**src/sv/fpac_pkg.sv**
```systemverilog
`timescale 1ns / 1ps
// ----------------------------------------------------------------------------
// fpac_pkg: shared definitions for the adaptive frame pacer
// Widths, constants, action codes, controller states and divider status.
// ----------------------------------------------------------------------------
package fpac_pkg;

    localparam int DATA_W   = 32;
    localparam int PERIOD_W = 10;
    localparam int BIT_W    = $clog2(DATA_W);

    localparam logic [DATA_W-1:0]   FLOOR_MS     = 32'd10;
    localparam logic [DATA_W-1:0]   WINDOW_LIMIT = 32'd4096;
    localparam logic [PERIOD_W-1:0] PERIOD_RESET = 10'd100;

    localparam logic ACT_START  = 1'b0;
    localparam logic ACT_UPDATE = 1'b1;

    typedef enum logic [5:0] {
        ST_IDLE  = 6'b000001,
        ST_SHIFT = 6'b000010,
        ST_EVAL  = 6'b000100,
        ST_DIV   = 6'b001000,
        ST_MEAN  = 6'b010000,
        ST_DONE  = 6'b100000
    } fpac_state_t;

    typedef struct packed {
        logic busy;
        logic done;
    } fpac_div_sts_t;

endpackage

```
**src/sv/fpac_div.sv**
```systemverilog
`timescale 1ns / 1ps
// ----------------------------------------------------------------------------
// fpac_div: radix-2 restoring divider
// One quotient bit per cycle, done is a pulse.
// ----------------------------------------------------------------------------
module fpac_div
    import fpac_pkg::*;
(
    input  logic              aclk,
    input  logic              aresetn,
    input  logic              start,
    input  logic [DATA_W-1:0] dividend,
    input  logic [DATA_W-1:0] divisor,
    output fpac_div_sts_t     sts,
    output logic [DATA_W-1:0] quotient
);

    logic [DATA_W-1:0] rem_reg, rem_next;
    logic [DATA_W-1:0] quo_reg, quo_next;
    logic [DATA_W-1:0] dsr_reg, dsr_next;
    logic [BIT_W-1:0]  cnt_reg, cnt_next;
    logic              busy_reg, busy_next;
    logic              done_reg, done_next;

    logic [DATA_W:0] partial;
    logic [DATA_W:0] trial;
    logic            fits;

    // shift the next dividend bit into the partial remainder and try the divisor
    assign partial = {rem_reg, quo_reg[DATA_W-1]};
    assign trial   = partial - {1'b0, dsr_reg};
    assign fits    = (partial >= {1'b0, dsr_reg});

    always_comb begin
        rem_next  = rem_reg;
        quo_next  = quo_reg;
        dsr_next  = dsr_reg;
        cnt_next  = cnt_reg;
        busy_next = busy_reg;
        done_next = 1'b0;
        if (start) begin
            rem_next  = '0;
            quo_next  = dividend;
            dsr_next  = divisor;
            cnt_next  = '0;
            busy_next = 1'b1;
        end else if (busy_reg) begin
            rem_next = fits ? trial[DATA_W-1:0] : partial[DATA_W-1:0];
            quo_next = {quo_reg[DATA_W-2:0], fits};
            cnt_next = cnt_reg + 1'b1;
            if (cnt_reg == BIT_W'(DATA_W - 1)) begin
                busy_next = 1'b0;
                done_next = 1'b1;
            end
        end
    end

    always_ff @(posedge aclk) begin
        if (!aresetn) begin
            busy_reg <= 1'b0;
            done_reg <= 1'b0;
            cnt_reg  <= '0;
        end else begin
            busy_reg <= busy_next;
            done_reg <= done_next;
            cnt_reg  <= cnt_next;
        end
        rem_reg <= rem_next;
        quo_reg <= quo_next;
        dsr_reg <= dsr_next;
    end

    assign sts.busy = busy_reg;
    assign sts.done = done_reg;
    assign quotient = quo_reg;

endmodule

```
**src/sv/frame_pacer_adaptive_clamp.sv**
```systemverilog
`timescale 1ns / 1ps
// ----------------------------------------------------------------------------
// frame_pacer_adaptive_clamp: frame pacer with adaptive elapsed-time clamp
// Clamps frame times to a floor and a running mean, reports the wait to fill
// the frame period.
// ----------------------------------------------------------------------------
// One request at a time. A start request goes straight to ST_DONE, which
// moves its result into the output register. An update runs the elapsed
// time, window sum, count and all compares bit-serially, LSB first, then
// ST_EVAL selects the result into registers and ST_DONE moves it to the
// output register. When the window sum passes 4096 the new mean comes from a
// radix-2 divider, one quotient bit a cycle, which ST_DIV waits on before
// ST_MEAN loads the new mean. The next request is taken as soon as the result
// has gone to the output register, whether or not it has been taken
// downstream. A new frame period acts on the wait at once; the mean is
// reloaded from it only on a start.
// ----------------------------------------------------------------------------
module frame_pacer_adaptive_clamp
    import fpac_pkg::*;
(
    input  logic                aclk,
    input  logic                aresetn,
    input  logic                cfg_valid,
    output logic                cfg_ready,
    input  logic [PERIOD_W-1:0] cfg_frame_period_ms,
    input  logic                s_valid,
    output logic                s_ready,
    input  logic                s_action,
    input  logic [DATA_W-1:0]   s_now_ms,
    output logic                m_valid,
    input  logic                m_ready,
    output logic [DATA_W-1:0]   m_clamped_elapsed_ms,
    output logic [PERIOD_W-1:0] m_wait_ms
);

    fpac_state_t state_reg, state_next;

    logic [PERIOD_W-1:0] period_reg, period_next;
    logic [DATA_W-1:0]   now_reg, now_next;
    logic [DATA_W-1:0]   last_reg, last_next;
    logic [DATA_W-1:0]   sum_reg, sum_next;
    logic [DATA_W-1:0]   count_reg, count_next;
    logic [DATA_W-1:0]   mean_reg, mean_next;
    logic [DATA_W-1:0]   raw_reg, raw_next;
    logic [BIT_W-1:0]    bit_reg, bit_next;

    logic sub_c_reg, sub_c_next;
    logic add_c_reg, add_c_next;
    logic inc_c_reg, inc_c_next;
    logic lt_floor_reg, lt_floor_next;
    logic gt_mean_reg, gt_mean_next;
    logic p_gt_raw_reg, p_gt_raw_next;
    logic sum_gt_reg, sum_gt_next;
    logic cnt_nz_reg, cnt_nz_next;

    logic [DATA_W-1:0]   res_clamp_reg, res_clamp_next;
    logic [PERIOD_W-1:0] res_wait_reg, res_wait_next;

    logic                m_valid_reg, m_valid_next;
    logic [DATA_W-1:0]   m_clamp_reg, m_clamp_next;
    logic [PERIOD_W-1:0] m_wait_reg, m_wait_next;

    logic [DATA_W-1:0] period_ext;
    logic              n_b, l_b, s_b, c_b, m_b, p_b, f_b, w_b;
    logic              raw_b, sum_b, cnt_b;
    logic [DATA_W-1:0] clamp_sel;
    logic              wait_ok;

    logic              div_start;
    logic [DATA_W-1:0] div_divisor;
    fpac_div_sts_t     div_sts;
    logic [DATA_W-1:0] div_quo;

    assign period_ext = {{(DATA_W-PERIOD_W){1'b0}}, period_reg};

    // current bit of each serial stream
    assign n_b = now_reg[0];
    assign l_b = last_reg[0];
    assign s_b = sum_reg[0];
    assign c_b = count_reg[0];
    assign m_b = mean_reg[0];
    assign p_b = period_ext[bit_reg];
    assign f_b = FLOOR_MS[bit_reg];
    assign w_b = WINDOW_LIMIT[bit_reg];

    // raw = now - last as now + ~last + 1
    assign raw_b = n_b ^ ~l_b ^ sub_c_reg;
    assign sum_b = s_b ^ raw_b ^ add_c_reg;
    assign cnt_b = c_b ^ inc_c_reg;

    // floor checked first, then the mean as ceiling
    assign clamp_sel = lt_floor_reg ? FLOOR_MS : (gt_mean_reg ? mean_reg : raw_reg);
    // below the floor the clamp is the floor itself, otherwise clamp <= raw
    assign wait_ok   = p_gt_raw_reg && (!lt_floor_reg || (period_ext > FLOOR_MS));

    assign div_start   = (state_reg == ST_EVAL) && sum_gt_reg;
    assign div_divisor = cnt_nz_reg ? count_reg : DATA_W'(1);

    fpac_div u_div (
        .aclk     (aclk),
        .aresetn  (aresetn),
        .start    (div_start),
        .dividend (sum_reg),
        .divisor  (div_divisor),
        .sts      (div_sts),
        .quotient (div_quo)
    );

    always_comb begin
        state_next     = state_reg;
        period_next    = period_reg;
        now_next       = now_reg;
        last_next      = last_reg;
        sum_next       = sum_reg;
        count_next     = count_reg;
        mean_next      = mean_reg;
        raw_next       = raw_reg;
        bit_next       = bit_reg;
        sub_c_next     = sub_c_reg;
        add_c_next     = add_c_reg;
        inc_c_next     = inc_c_reg;
        lt_floor_next  = lt_floor_reg;
        gt_mean_next   = gt_mean_reg;
        p_gt_raw_next  = p_gt_raw_reg;
        sum_gt_next    = sum_gt_reg;
        cnt_nz_next    = cnt_nz_reg;
        res_clamp_next = res_clamp_reg;
        res_wait_next  = res_wait_reg;
        m_valid_next   = m_valid_reg;
        m_clamp_next   = m_clamp_reg;
        m_wait_next    = m_wait_reg;

        if (cfg_valid) begin
            period_next = cfg_frame_period_ms;
        end

        if (m_valid_reg && m_ready) begin
            m_valid_next = 1'b0;
        end

        case (state_reg)
            ST_IDLE: begin
                if (s_valid) begin
                    if (s_action == ACT_START) begin
                        last_next      = s_now_ms;
                        sum_next       = '0;
                        count_next     = '0;
                        mean_next      = period_ext;
                        res_clamp_next = '0;
                        res_wait_next  = '0;
                        state_next     = ST_DONE;
                    end else begin
                        now_next      = s_now_ms;
                        bit_next      = '0;
                        sub_c_next    = 1'b1;
                        add_c_next    = 1'b0;
                        inc_c_next    = 1'b1;
                        lt_floor_next = 1'b0;
                        gt_mean_next  = 1'b0;
                        p_gt_raw_next = 1'b0;
                        sum_gt_next   = 1'b0;
                        cnt_nz_next   = 1'b0;
                        state_next    = ST_SHIFT;
                    end
                end
            end
            ST_SHIFT: begin
                sub_c_next = (n_b & ~l_b) | (n_b & sub_c_reg) | (~l_b & sub_c_reg);
                add_c_next = (s_b & raw_b) | (s_b & add_c_reg) | (raw_b & add_c_reg);
                inc_c_next = c_b & inc_c_reg;
                // LSB-first compares: the highest differing bit decides
                if (f_b != raw_b) begin
                    lt_floor_next = f_b;
                end
                if (raw_b != m_b) begin
                    gt_mean_next = raw_b;
                end
                if (p_b != raw_b) begin
                    p_gt_raw_next = p_b;
                end
                if (sum_b != w_b) begin
                    sum_gt_next = sum_b;
                end
                cnt_nz_next = cnt_nz_reg | cnt_b;
                // last tick is replaced by now as it rotates
                now_next   = {1'b0, now_reg[DATA_W-1:1]};
                last_next  = {n_b, last_reg[DATA_W-1:1]};
                sum_next   = {sum_b, sum_reg[DATA_W-1:1]};
                count_next = {cnt_b, count_reg[DATA_W-1:1]};
                mean_next  = {m_b, mean_reg[DATA_W-1:1]};
                raw_next   = {raw_b, raw_reg[DATA_W-1:1]};
                bit_next   = bit_reg + 1'b1;
                if (bit_reg == BIT_W'(DATA_W - 1)) begin
                    state_next = ST_EVAL;
                end
            end
            ST_EVAL: begin
                res_clamp_next = clamp_sel;
                res_wait_next  = wait_ok ? (period_reg - clamp_sel[PERIOD_W-1:0]) : '0;
                state_next     = sum_gt_reg ? ST_DIV : ST_DONE;
            end
            ST_DIV: begin
                if (div_sts.done) begin
                    state_next = ST_MEAN;
                end
            end
            ST_MEAN: begin
                mean_next  = div_quo + FLOOR_MS;
                sum_next   = '0;
                count_next = '0;
                state_next = ST_DONE;
            end
            ST_DONE: begin
                if (!m_valid_reg || m_ready) begin
                    m_valid_next = 1'b1;
                    m_clamp_next = res_clamp_reg;
                    m_wait_next  = res_wait_reg;
                    state_next   = ST_IDLE;
                end
            end
            default: begin
                state_next = ST_IDLE;
            end
        endcase
    end

    always_ff @(posedge aclk) begin
        if (!aresetn) begin
            state_reg   <= ST_IDLE;
            period_reg  <= PERIOD_RESET;
            last_reg    <= '0;
            sum_reg     <= '0;
            count_reg   <= '0;
            mean_reg    <= DATA_W'(PERIOD_RESET);
            bit_reg     <= '0;
            m_valid_reg <= 1'b0;
        end else begin
            state_reg   <= state_next;
            period_reg  <= period_next;
            last_reg    <= last_next;
            sum_reg     <= sum_next;
            count_reg   <= count_next;
            mean_reg    <= mean_next;
            bit_reg     <= bit_next;
            m_valid_reg <= m_valid_next;
        end
        now_reg       <= now_next;
        raw_reg       <= raw_next;
        sub_c_reg     <= sub_c_next;
        add_c_reg     <= add_c_next;
        inc_c_reg     <= inc_c_next;
        lt_floor_reg  <= lt_floor_next;
        gt_mean_reg   <= gt_mean_next;
        p_gt_raw_reg  <= p_gt_raw_next;
        sum_gt_reg    <= sum_gt_next;
        cnt_nz_reg    <= cnt_nz_next;
        res_clamp_reg <= res_clamp_next;
        res_wait_reg  <= res_wait_next;
        m_clamp_reg   <= m_clamp_next;
        m_wait_reg    <= m_wait_next;
    end

    assign cfg_ready            = 1'b1;
    assign s_ready              = (state_reg == ST_IDLE);
    assign m_valid              = m_valid_reg;
    assign m_clamped_elapsed_ms = m_clamp_reg;
    assign m_wait_ms            = m_wait_reg;

endmodule

```
**config.mk**
```make
export PLATFORM = sky130hd
export DESIGN_NAME = frame_pacer_adaptive_clamp
export DESIGN_NICKNAME = d
export VERILOG_FILES = /design/src/sv/fpac_pkg.sv /design/src/sv/fpac_div.sv /design/src/sv/frame_pacer_adaptive_clamp.sv
export SDC_FILE = /design/constraint.sdc
export NUM_CORES = 1
export LEC_CHECK = 0
export BUFFER_PORTS_ARGS = -buffer_cell sky130_fd_sc_hd__buf_4
export CAP_MARGIN = 20
export CELL_PAD_IN_SITES_DETAIL_PLACEMENT = 0
export CELL_PAD_IN_SITES_GLOBAL_PLACEMENT = 2
export CORE_ASPECT_RATIO = 2
export CORE_UTILIZATION = 44
export DETAILED_ROUTE_END_ITERATION = 6
export PLACE_DENSITY = 0.93
export SETUP_SLACK_MARGIN = 0.1
export SLEW_MARGIN = 20
export SYNTH_ARGS = -nofsm -noshare
export SYNTH_HDL_FRONTEND = slang
export SYNTH_SLANG_ARGS = --single-unit
```
**constraint.sdc**
```tcl
create_clock -name aclk -period 7.9 [get_ports aclk]
set_input_delay 0.395 -clock aclk [delete_from_list [all_inputs] [get_ports aclk]]
set_output_delay 0.395 -clock aclk [all_outputs]
set_load 0.005 [all_outputs]
```
Word level (Yosys, flattened, before mapping). Memory sizes are Yosys's and may differ from the RTL's. A register that Yosys moved wholly into a read port is not among the register bits. Cells that the tools add are included.

Input bits: 48. Output and inout port bits: 45. Bits in registers: 409. Logic and storage cells: 167. ROM bits: 64. Memories kept: 2.

Equality and inequality tests: 22. Bitwise gates (word level): 20. Order comparisons: 3. Reductions and logical operators: 23. Add/sub/neg operators: 5. Multiplexer cells: 64.

Memory list: (name not given) (words 32, bits a word 1, read ports 1, clocked after Yosys merged registers in 1, write ports 0, RTL line frame_pacer_adaptive_clamp.sv:84) `assign w_b = WINDOW_LIMIT[bit_reg];`; (name not given) (words 32, bits a word 1, read ports 1, clocked after Yosys merged registers in 1, write ports 0, RTL line frame_pacer_adaptive_clamp.sv:83) `assign f_b = FLOOR_MS[bit_reg];`.

Operator list (count): $mux W32 (13); $pmux W32 S3 (3); $pmux W32 S2 (3); $mux W6 (6); $pmux W6 S6 (1); $ge A33 B32 Y1 (1); $add A32 B4 Y32 const B (1); $sub A32 B32 Y32 (1); $mux W10 (3); $mux W5 (6); $pmux W10 S2 (1); $reduce_and A4 Y1 (5); $mux W1 (18); $ne A2 B2 Y1 const B (8); $pmux W1 S2 (8); $reduce_and A3 Y1 (4); $add A5 B1 Y5 const B (2); $eq A5 B5 Y1 const B (2); $gt A10 B4 Y1 const B (1); $pmux W5 S2 (1); $sub A10 B10 Y10 (1); $and A1 B1 Y1 (7); $eq A6 B1 Y1 const B (1); $eq A6 B2 Y1 const B (1); other kinds (19) (39).

Longest topological paths before layout. Gate-level depths: netlist (run 1).

Depth in word-level cells: 8. Mapped depth: 15. Mapped depth without buffers: 13.

Modules after synthesis. From an unflattened synthesis (run 1), not the netlist that was laid out.

Cell total of the unflattened synthesis: 1810. Area total of the unflattened synthesis: 19202.2 um^2.

By module, submodules not included: frame_pacer_adaptive_clamp (instances 1, area each 13351.6 um^2, cells an instance 1245, seq. area each 7727.4 um^2); fpac_div (instances 1, area each 5850.6 um^2, cells an instance 565, seq. area each 2702.6 um^2).

Worst setup path before layout (run 1). Ideal clock, no wire load.

Path type: register to register. Start: register state_reg[2]. End: register res_clamp_reg[0] (enable). Library setup time: 0.500 ns. Cell stages (with the launch flop): 6. Arrival time: 4.033 ns. Required time: 7.400 ns. Period minus slack after synthesis: 4.533 ns. Setup slack: 3.367 ns. Path through: dfxtp_1 -> nor4_1 -> nand3b_1 -> inv_1 -> nand2_1 -> o21ai_0.

Cells in the longest elaborated chain, start to end: 3. Elaborated cells between the ends (all ways): 6. Classes of those cells: eq/ne (4); reduce/logical (2).

RTL lines: start: declaration (RTL line frame_pacer_adaptive_clamp.sv:36) `fpac_state_t state_reg, state_next;`; start signal: assignment (RTL line frame_pacer_adaptive_clamp.sv:238) `state_reg <= state_next;`; $eq A6 B1 Y1 (*); named net s_ready (RTL line frame_pacer_adaptive_clamp.sv:27) `output logic s_ready,`; $ne A2 B2 Y1 (no line) or $reduce_bool A2 Y1 (tied branches); $reduce_and A3 Y1 (no line) (*); end signal: assignment (RTL line frame_pacer_adaptive_clamp.sv:257) `res_clamp_reg <= res_clamp_next;`; end: declaration (RTL line frame_pacer_adaptive_clamp.sv:56) `logic [DATA_W-1:0] res_clamp_reg, res_clamp_next;`.

Mark *: on every way through the listed nets, which the timed path passes. The rest lies on a longest branch. A chain may end at the register's enable or synchronous reset.

Worst setup path in the final report (run 1).
Start: register state_reg[2]. End: register mean_reg[14].

Cells in the longest elaborated chain, start to end: 3. Elaborated cells between the ends (all ways): 8. Classes of those cells: eq/ne (5); mux (1); reduce/logical (2).

RTL lines: $eq A6 B1 Y1, or another cell as far along (RTL line frame_pacer_adaptive_clamp.sv:141) `case (state_reg)`; $ne A2 B2 Y1 (no line) or $reduce_bool A3 Y1 (tied branches); $reduce_and A3 Y1 (no line); end signal: assignment (RTL line frame_pacer_adaptive_clamp.sv:234) `mean_reg <= DATA_W'(PERIOD_RESET);`; end signal: assignment (RTL line frame_pacer_adaptive_clamp.sv:243) `mean_reg <= mean_next;`; end: declaration (RTL line frame_pacer_adaptive_clamp.sv:43) `logic [DATA_W-1:0] mean_reg, mean_next;`.

Parallel ways exist; a longest one is shown, timed or not.

==> impl_metrics.py, run 1 <==
metrics = {
    "outcome": {
        "status": "finished clean",
    },
    "synth": {
        "synthArstFlopShare_pct": 0,
        "synth_cell_types": 66,
        "synthSimpleGateAreaFrac_pct": 17.4,
        "syn_inst": 1779,
        "synth_compound_area_share_pct": 12.9,
        "synth_flop_cell": "edfxtp_1",
        "synth_area_mm2": 0.0187,
        "synth_nets": 1878,
        "synth_area_per_cell_um2": 10.5,
        "yosys.area_share.adder_pct": 3.58,
        "synthXorXnorAreaFrac_pct": 3.19,
        "ys.warnings.count": 0,
        "synth_edf_count": 220,
        "muxShareOfSynthArea_pct": 3.62,
        "ys_seq_elements": 411,
        "synth_top_family_by_area": "simple AND/OR/NAND/NOR gates",
        "ys_seq_area_share_pct": 55.8,
    },
    "placed_design": {
        "post-place-ws_ns": 4.41,
        "numPortBuffers": 91,
        "gp_congestion": 0.830,
        "place_hpwl_um": 27500,
    },
    "clock_tree": {
        "clock_sinks": 411,
        "hold_buffers": 0,
        "clock_latency_ns": 0.54,
        "cts_made_buffers": 36,
        "clockRootBuffer": "clkbuf_16",
        "ctsResizeCount": 0,
        "htree_levels": 2,
        "cts_setup_buffers": 0,
        "path_clk_slew_ns": 0.07,
        "cts_tree": "done",
        "cts_buffer_depth": 3,
    },
    "sta": {
        "fmax_ghz": 0.288,
        "tightest_slew_ns": 1.05,
        "hold_viol_final": 0,
        "fin_skew_ns": 0.0255,
        "setup_viol": 0,
        "setup_tns_ns": 0,
        "fin_crit_sh_pct": 44.0,
        "period_needed_ns": 3.48,
        "worst_slack_ns": 4.42,
        "rsz0062_at_grt": "false",
        "slew_headroom_pct": 29.9,
        "drv_slew": 0,
    },
    "power": {
        "p_comb_share_pct": 12.1,
        "internal_power_w": 0.00359,
        "p_sw_w": 0.00121,
        "leakage_nw": 8.25,
        "vdd_ir_drop_max_v": 0.000194,
        "power_density_mw_per_mm2": 229,
        "power_frac_clock_pct": 36.9,
        "sequentialPowerShare_pct": 51.0,
        "sw_frac_of_total_pct": 25.2,
    },
    "critical_path": {
        "crit-reg2reg-launch": "state_reg[2]",
        "worstPathCellList": "nor4_1 -> nand3b_1 -> inv_6 -> nor2_1 -> o31a_2 -> buf_4 -> a222oi_1 -> nor2b_1",
        "slowest_delay_ns": 0.77,
        "cp_slowest_cell": "inv_6",
        "cp_data_required_time_ns": 8.32,
        "critical_path.max_fanout": 136,
        "start_kind": "flop",
        "path_depth": 8,
        "arrival_ns": 3.90,
        "path_buf_inv": 2,
        "crit_family": "simple AND/OR/NAND/NOR gates",
        "reg2reg_to": "mean_reg[14]",
        "end_kind": "flop",
        "ff2ff_path_depth": 8,
        "worst-setup-path-type": "reg -> reg",
        "r2r_setup_slack_ns": 4.42,
    },
    "floorplanning": {
        "initial_utilization_pct": 44.7,
        "rows": 106,
        "die_w_um": 148,
        "core_area_mm2": 0.0418,
        "dieArea_mm2": 0.0433,
        "io_pins": 93,
        "die_h_um": 293,
    },
    "routing": {
        "ant_nets": 0,
        "dr.pass1.iters": 6,
        "drt_iter0_drc": 673,
        "drc": 0,
        "drt-total-wl_um": 41300,
        "vias": 13100,
        "via_per_inst": 5.47,
        "routedWlPerCell_um": 17.3,
    },
    "grt": {
        "grt_pass1_wl_um": 67600,
        "antenna_found_initial": 0,
        "grt_pass1_vias": 13200,
        "grt_usage_pct": 19.4,
        "grt.busiest_layer": "met2",
        "overflow": 0,
        "grt_max_degree": 137,
        "met3_usage_pct": 2.27,
        "grtUsageMet2_pct": 37.2,
        "met1_usage_pct": 21.6,
    },
    "finish": {
        "syn_to_final_growth_pct": 12.2,
        "nNetsFinal": 1923,
        "multi_input_area_mm2": 0.00763,
        "drive_gt1_share_pct": 9.94,
        "register_area_mm2": 0.0104,
        "antennaDiodeCount": 0,
        "final_common_cell": "nand2_1",
        "final_cell_mix": "nand2_1 (294), edfxtp_1 (220), dfxtp_1 (190)",
        "fillers": 3838,
    },
    "worst_hold_path": {
        "holdPathEnd": "period_reg[5]",
        "hold_depth": 3,
        "hp-class": "in -> reg",
        "min_from": "cfg_frame_period_ms[5]",
    },
    "flow_run": {
        "drv_cap": 0,
    },
}
-- cells by family after synthesis --
group	Yosys count
and+or+nand+nor	688
DFF	411
adders and majority gates	51
muxes	65
xor gates and xnor gates	68
other	1
AOI/OAI and AO/OA	329
buffers and inverters	166
-- layer usage --
layer | vias up | wire (um)
met2 | 240 | 22400
met5 | - | 0
met4 | 0 | 1270
met1 | 6342 | 16300
met3 | 77 | 1350
li1 | 6415 | -
-- power by group through the flow --
stage                     Sequential [W]  Clock, W  Combinational (W)
after floorplan                  0.00246         0           0.000447
after detailed placement         0.00249         0           0.000583
after CTS                        0.00245   0.00182           0.000587
after global routing             0.00246   0.00189           0.000650
final                            0.00244   0.00177           0.000582
after global placement           0.00249         0           0.000573
-- synthesized netlist by cell type (all sizes together) (6+ instances only) --
master | instances | share of area, %
xor2 | 24 | 1.1
nor4 | 6 | 0.20
or2 | 9 | 0.30
a21o | 11 | 0.44
a21oi | 61 | 1.7
a211oi | 19 | 0.76
nand4 | 13 | 0.44
nand3 | 51 | 1.4
nand2 | 295 | 5.9
o211ai | 10 | 0.40
nor2b | 105 | 3.5
nand2b | 11 | 0.37
buf | 21 | 0.56
and2 | 40 | 1.3
a22oi | 67 | 2.7
and4 | 6 | 0.28
and3 | 11 | 0.37
nor2 | 109 | 2.2
mux2i | 63 | 3.4
o21ai | 45 | 1.3
clkbuf | 81 | 1.6
a221oi | 8 | 0.37
inv | 64 | 1.3
xnor2 | 44 | 2.1
ha | 47 | 3.1
nor3 | 15 | 0.40
a21boi | 7 | 0.28
edfxtp | 220 | 35
a222oi | 22 | 1.2
nand3b | 8 | 0.32
dfxtp | 191 | 20
o211a | 36 | 1.9
-- per-stage QoR --
step                      cells  area, um^2  total power, W  utilization, %  hold slack (ns)
after global routing       2392       21000         0.00500            50.2           0.0805
after global placement     2326       19800         0.00306            47.4            0.401
after CTS                  2392       21000         0.00485            50.2           0.0617
after detailed placement   2326       19800         0.00307            47.4            0.405
final                      2392       21000         0.00480            50.2           0.0788
after floorplan            1779       18700         0.00291               -            0.400
-- tightest hold or removal path, stage by stage --
cell and delay, ns:
buf_4 0.08, mux2i_1 0.05, nand2_1 0.06
-- layout make-up --
type | instances | share of cell area (%)
repair buffers | 109 | 3.90
well taps | 540 | 3.22
clock inverters | 14 | 0.621
clock buffers | 52 | 4.93
inverters | 64 | 1.17
flip-flops and latches | 411 | 49.7
multi-input cells | 1202 | 36.4
-- worst max-delay path by stage --
stage / startpoint / end
2_1_floorplan: state_reg[2] / res_clamp_reg[0]
3_3_place_gp: state_reg[2] / mean_reg[16]
3_5_place_dp: state_reg[2] / mean_reg[13]
4_1_cts: state_reg[2] / mean_reg[13]
5_1_grt: state_reg[2] / mean_reg[24]
6_report: state_reg[2] / mean_reg[14]
Note: power is estimated with default switching activity, not from simulation.
==> run 2, diff against run 1 <==
CORE_UTILIZATION = 41   (was 44)
PLACE_DENSITY = 0.88   (was 0.93)
clock period = 3.3 ns   (was 7.9 ns; I/O delays follow)
==> impl_metrics.py, run 2 (synthesis results as in run 1) <==
metrics = {
    "outcome": {
        "status": "finished with violations",
        "violations": "design-rule violations",
    },
    "placed_design": {
        "place_hpwl_um": 29600,
        "numPortBuffers": 91,
        "gp_congestion": 0.862,
        "place_inst": 2371,
        "post-place-ws_ns": 0.0806,
    },
    "sta": {
        "fmax_ghz": 0.328,
        "slew_headroom_pct": 42.4,
        "period_needed_ns": 3.05,
        "worst_slack_ns": 0.248,
        "hold_viol_final": 0,
        "drv_slew": 0,
        "fin_crit_sh_pct": 92.5,
        "setup_viol": 0,
        "tightest_slew_ns": 0.864,
        "fin_skew_ns": 0.0345,
        "setup_tns_ns": 0,
        "rsz0062_at_grt": "true",
    },
    "routing": {
        "drt_iter0_drc": 748,
        "drc": 2,
        "routedWlPerCell_um": 17.5,
        "via_per_inst": 5.33,
        "drt-total-wl_um": 43700,
        "ant_nets": 0,
        "dr.pass1.iters": 7,
        "vias": 13300,
    },
    "power": {
        "sw_frac_of_total_pct": 25.7,
        "internal_power_w": 0.00878,
        "power_frac_clock_pct": 37.4,
        "leakage_nw": 8.67,
        "p_sw_w": 0.00304,
        "vdd_ir_drop_max_v": 0.000480,
        "sequentialPowerShare_pct": 49.5,
        "p_comb_share_pct": 13.1,
        "power_density_mw_per_mm2": 540,
    },
    "flow_run": {
        "drv_cap": 0,
    },
    "finish": {
        "syn_to_final_growth_pct": 17.2,
        "fillers": 4093,
        "antennaDiodeCount": 0,
        "final_cell_mix": "nand2_1 (294), edfxtp_1 (220), dfxtp_1 (190)",
        "final_common_cell": "nand2_1",
        "layoutNonFillerInstCount": 2496,
        "nNetsFinal": 2007,
        "drive_gt1_share_pct": 12.2,
    },
    "critical_path": {
        "critical_path.max_fanout": 4,
        "worstPathCellList": "inv_1 -> ha_1 -> inv_1 -> fa_2 -> a21oi_1 -> o221a_2 -> o31a_1 -> o22ai_1 -> o211ai_1 -> buf_4 -> a21oi_2 -> or3_1 -> a31oi_2 -> a21oi_1",
        "end_kind": "flop",
        "cp_slowest_cell": "edfxtp_1",
        "start_kind": "flop",
        "arrival_ns": 3.45,
        "crit-reg2reg-launch": "u_div.quotient[31]",
        "r2r_setup_slack_ns": 0.25,
        "critPathCapture": "u_div.rem_reg[24]",
        "cp_data_required_time_ns": 3.70,
        "slowest_delay_ns": 0.47,
        "path_depth": 14,
        "crit_family": "compound AO/OA/AOI/OAI gates",
        "crit_start": "u_div.quotient[31]",
        "worst-setup-path-type": "reg -> reg",
        "reg2reg_to": "u_div.rem_reg[24]",
        "path_buf_inv": 3,
        "ff2ff_path_depth": 14,
    },
    "clock_tree": {
        "cts_made_buffers": 37,
        "clock_sinks": 411,
        "htree_levels": 2,
        "cts_tree": "done",
        "path_clk_slew_ns": 0.07,
        "clockRootBuffer": "clkbuf_16",
        "clock_latency_ns": 0.56,
        "cts_buffer_depth": 3,
    },
    "grt": {
        "overflow": 0,
        "grt_pass1_vias": 13800,
        "antenna_found_initial": 0,
        "grt_max_degree": 105,
        "grt_usage_pct": 19.3,
        "grt_pass1_wl_um": 72000,
    },
    "floorplanning": {
        "core_area_mm2": 0.0450,
        "die_h_um": 304,
        "io_pins": 93,
        "dieArea_mm2": 0.0465,
        "rows": 110,
        "die_w_um": 153,
        "initial_utilization_pct": 41.5,
    },
    "worst_hold_path": {
        "hp-class": "in -> reg",
    },
}
-- run 2: cell count changes in the layout (fill, tap and decap cells not counted), sizes merged --
cell	previous run	this run
clkinvlp	0	4
dlygate4sd3	0	46
clkinv	12	7
inv	64	69
clkbuf	52	48
buf	109	146
bufinv	2	3
-- run 2: worst register-to-register path: stages (launching register included) --
cell and delay (ns):
edfxtp_1 0.47, inv_1 0.09, ha_1 0.17, inv_1 0.06, fa_2 0.36, a21oi_1 0.15, o221a_2 0.25, o31a_1 0.20
o22ai_1 0.14, o211ai_1 0.21, buf_4 0.16, a21oi_2 0.07, or3_1 0.32, a31oi_2 0.17, a21oi_1 0.08
-- run 2: power by group through the flow --
stage	registers (W)	clock network, W	logic, W
after CTS	0.00585	0.00456	0.00152
final	0.00584	0.00442	0.00155
after detailed placement	0.00596	0	0.00147
after global routing	0.00588	0.00474	0.00172
after global placement	0.00596	0	0.00145
after floorplan	0.00589	0	0.00105
-- run 2: per-stage QoR --
stage | power [W] | instance area, um^2 | util (%) | hold WS (ns)
2_1_floorplan | 0.00695 | 18700 | - | 0.294
3_3_place_gp | 0.00741 | 20100 | 44.6 | 0.380
3_5_place_dp | 0.00743 | 20100 | 44.6 | 0.387
4_1_cts | 0.0119 | 21800 | 48.4 | 0.00482
5_1_grt | 0.0123 | 21900 | 48.6 | 0.0569
6_report | 0.0118 | 21900 | 48.6 | 0.0273
-- run 2: repair_timing --
item,in CTS,in global routing
resized for setup,0,7
pin swaps,2,3
endpoints found under the setup margin,5,27
endpoints found under the hold margin,72,0
hold buffers,46,0
setup buffers,2,10
-- run 2: metal layers --
metal	wire [um]	global-route usage [%]	vias to the layer above
met5	0	0	-
met4	1680	8.06	0
met3	1240	2.06	90
met2	23900	37.6	224
met1	16900	20.6	6404
li1	-	-	6590
-- run 2: layout make-up --
type | count | area [um^2] | area share (%)
sequential | 411 | 10400 | 47.6
clock inverter | 19 | 226 | 1.03
inverter | 64 | 245 | 1.12
multi-input combinational | 1202 | 7660 | 35.0
clock buffer | 48 | 1010 | 4.60
timing repair buffer | 192 | 1620 | 7.39
tap | 560 | 701 | 3.20
-- run 2: worst min path at each step --
stage,start,to,slack [ns],depth (start not counted)
after global placement,cfg_frame_period_ms[6],period_reg[6],0.38,3
after detailed placement,cfg_frame_period_ms[5],period_reg[5],0.39,3
after global routing,cfg_valid,period_reg[4],0.06,3
after floorplan,cfg_frame_period_ms[2],period_reg[2],0.29,2
final,s_valid,state_reg[1],0.03,4
after CTS,s_valid,state_reg[1],0.005,4
==> run 3, diff against run 2 <==
CELL_PAD_IN_SITES_DETAIL_PLACEMENT = 1   (was 0)
CELL_PAD_IN_SITES_GLOBAL_PLACEMENT = 1   (was 2)
CORE_UTILIZATION = 45   (was 41)
PLACE_DENSITY = 0.82   (was 0.88)
REMOVE_ABC_BUFFERS = 1   (was not set)
==> impl_metrics.py, run 3 (synthesis results as in run 1) <==
metrics = {
    "outcome": {
        "status": "finished clean",
    },
    "critical_path": {
        "start_kind": "flop",
        "end_kind": "flop",
        "worst-setup-path-type": "reg -> reg",
        "critPathCapture": "u_div.rem_reg[8]",
        "cpMostUsedCell": "nand4_1",
        "worstPathCellList": "inv_1 -> ha_1 -> nand4_1 -> nor4_2 -> nand4_1 -> a21oi_1 -> o41ai_1 -> buf_4 -> o21ai_4 -> buf_12 -> mux2i_1 -> a211oi_1",
        "reg2reg_to": "u_div.rem_reg[8]",
        "r2r_setup_slack_ns": 0.20,
        "arrival_ns": 3.47,
        "cp_slowest_cell": "ha_1",
        "crit_start": "u_div.dsr_reg[26]",
        "ff2ff_path_depth": 12,
        "cp_data_required_time_ns": 3.68,
        "crit-reg2reg-launch": "u_div.dsr_reg[26]",
        "slowest_delay_ns": 0.40,
        "critical_path.max_fanout": 24,
    },
    "power": {
        "leakage_nw": 8.65,
        "internal_power_w": 0.00895,
        "p_comb_share_pct": 12.9,
        "sw_frac_of_total_pct": 25.9,
        "power_density_mw_per_mm2": 554,
        "power_frac_clock_pct": 38.5,
        "p_sw_w": 0.00313,
        "sequentialPowerShare_pct": 48.7,
        "vdd_ir_drop_max_v": 0.000434,
    },
    "grt": {
        "grt_pass1_vias": 15200,
        "grt_max_degree": 204,
        "antenna_found_initial": 0,
        "overflow": 0,
        "grt_pass1_wl_um": 79900,
        "grt_usage_pct": 23.8,
    },
    "floorplanning": {
        "initial_utilization_pct": 45.6,
        "io_pins": 93,
        "dieArea_mm2": 0.0424,
        "die_w_um": 146,
        "die_h_um": 290,
        "core_area_mm2": 0.0410,
        "rows": 105,
    },
    "clock_tree": {
        "clock_latency_ns": 0.55,
        "clockRootBuffer": "clkbuf_16",
        "cts_tree": "done",
        "clock_sinks": 411,
        "cts_buffer_depth": 3,
        "cts_made_buffers": 37,
        "path_clk_slew_ns": 0.07,
        "htree_levels": 2,
    },
    "finish": {
        "final_cell_area_mm2": 0.0218,
        "nNetsFinal": 1994,
        "drive_gt1_share_pct": 11.6,
        "antennaDiodeCount": 0,
        "layoutNonFillerInstCount": 2458,
        "syn_to_final_growth_pct": 16.7,
        "multi_input_area_mm2": 0.00767,
        "final_common_cell": "nand2_1",
        "final_cell_mix": "nand2_1 (294), edfxtp_1 (220), dfxtp_1 (191)",
        "final_util_pct": 53.2,
        "fillers": 4437,
        "register_area_mm2": 0.0104,
    },
    "routing": {
        "vias": 13900,
        "drt_iter0_drc": 857,
        "drt-total-wl_um": 50300,
        "dr.pass1.iters": 6,
        "routedWlPerCell_um": 20.5,
        "ant_nets": 0,
        "via_per_inst": 5.66,
        "drc": 0,
    },
    "sta": {
        "rsz0062_at_grt": "false",
        "fmax_ghz": 0.323,
        "worst_slack_ns": 0.202,
        "hold_viol_final": 0,
        "setup_viol": 0,
        "fin_crit_sh_pct": 93.9,
        "period_needed_ns": 3.10,
        "slew_headroom_pct": 28.3,
        "fin_skew_ns": 0.0210,
        "tightest_slew_ns": 1.08,
        "drv_slew": 0,
        "setup_tns_ns": 0,
    },
    "placed_design": {
        "place_hpwl_um": 33500,
        "gp_congestion": 0.909,
        "placed_area_mm2": 0.0200,
        "post-place-ws_ns": 0.0311,
        "place_inst": 2335,
        "numPortBuffers": 91,
    },
    "flow_run": {
        "drv_cap": 0,
    },
    "worst_hold_path": {
        "hp-class": "in -> reg",
    },
}
[run 3: worst min-delay path by stage]
stage                                       from       endpoint  slack, ns  cells after the start
final                                    s_valid   state_reg[1]       0.03                      4
after global routing                     s_valid   state_reg[1]       0.06                      4
after CTS                                s_valid   state_reg[1]       0.01                      4
after detailed placement  cfg_frame_period_ms[5]  period_reg[5]       0.39                      3
after global placement    cfg_frame_period_ms[5]  period_reg[5]       0.39                      3
after floorplan                          aresetn    mean_reg[2]       0.23                      1
[run 3: timing repair]
| item | in CTS | in global routing |
|---|---|---|
| hold buffers | 46 | 0 |
| pin swaps | 0 | 5 |
| hold endpoints to repair | 69 | 0 |
| endpoints found under the setup margin | 3 | 32 |
| gates resized for setup | 2 | 10 |
| buffers inserted | 0 | 10 |
[run 3: per-stage QoR]
| step | total power, W | hold slack (ns) |
|---|---|---|
| after floorplan | 0.00690 | 0.227 |
| after global placement | 0.00737 | 0.386 |
| after detailed placement | 0.00746 | 0.392 |
| after CTS | 0.0122 | 0.0133 |
| after global routing | 0.0125 | 0.0554 |
| final | 0.0121 | 0.0269 |
[run 3: area by class of cell]
type / instances / area share [%]
clock buffers: 46 / 4.73
clock inverters: 21 / 1.20
inverters: 64 / 1.12
multi-input cells: 1202 / 35.1
flip-flops and latches: 411 / 47.8
well taps: 535 / 3.07
repair buffers: 179 / 6.92
[run 3: critical path: cells and delay by family, from the launching register on]
family          cells  cell delay (ns)
simple gates        3             0.90
compound gates      4             0.54
buf+inv             3             0.45
fa+ha+maj           1             0.40
flops               1             0.35
mux                 1             0.27
[run 3: routing by layer]
metal,routed length (um),track usage (%),vias to the layer above
li1,-,-,6558
met1,17900,23.6,6958
met2,28600,47.3,274
met3,1200,2.32,128
met4,2600,13.0,0
met5,0,0,-
[run 3: power groups by stage]
stage	combinational, W	sequential (W)	clock, W
final	0.00155	0.00588	0.00465
after global routing	0.00171	0.00591	0.00489
after CTS	0.00153	0.00588	0.00473
after detailed placement	0.00147	0.00599	0
after global placement	0.00140	0.00597	0
after floorplan	0.000979	0.00592	0
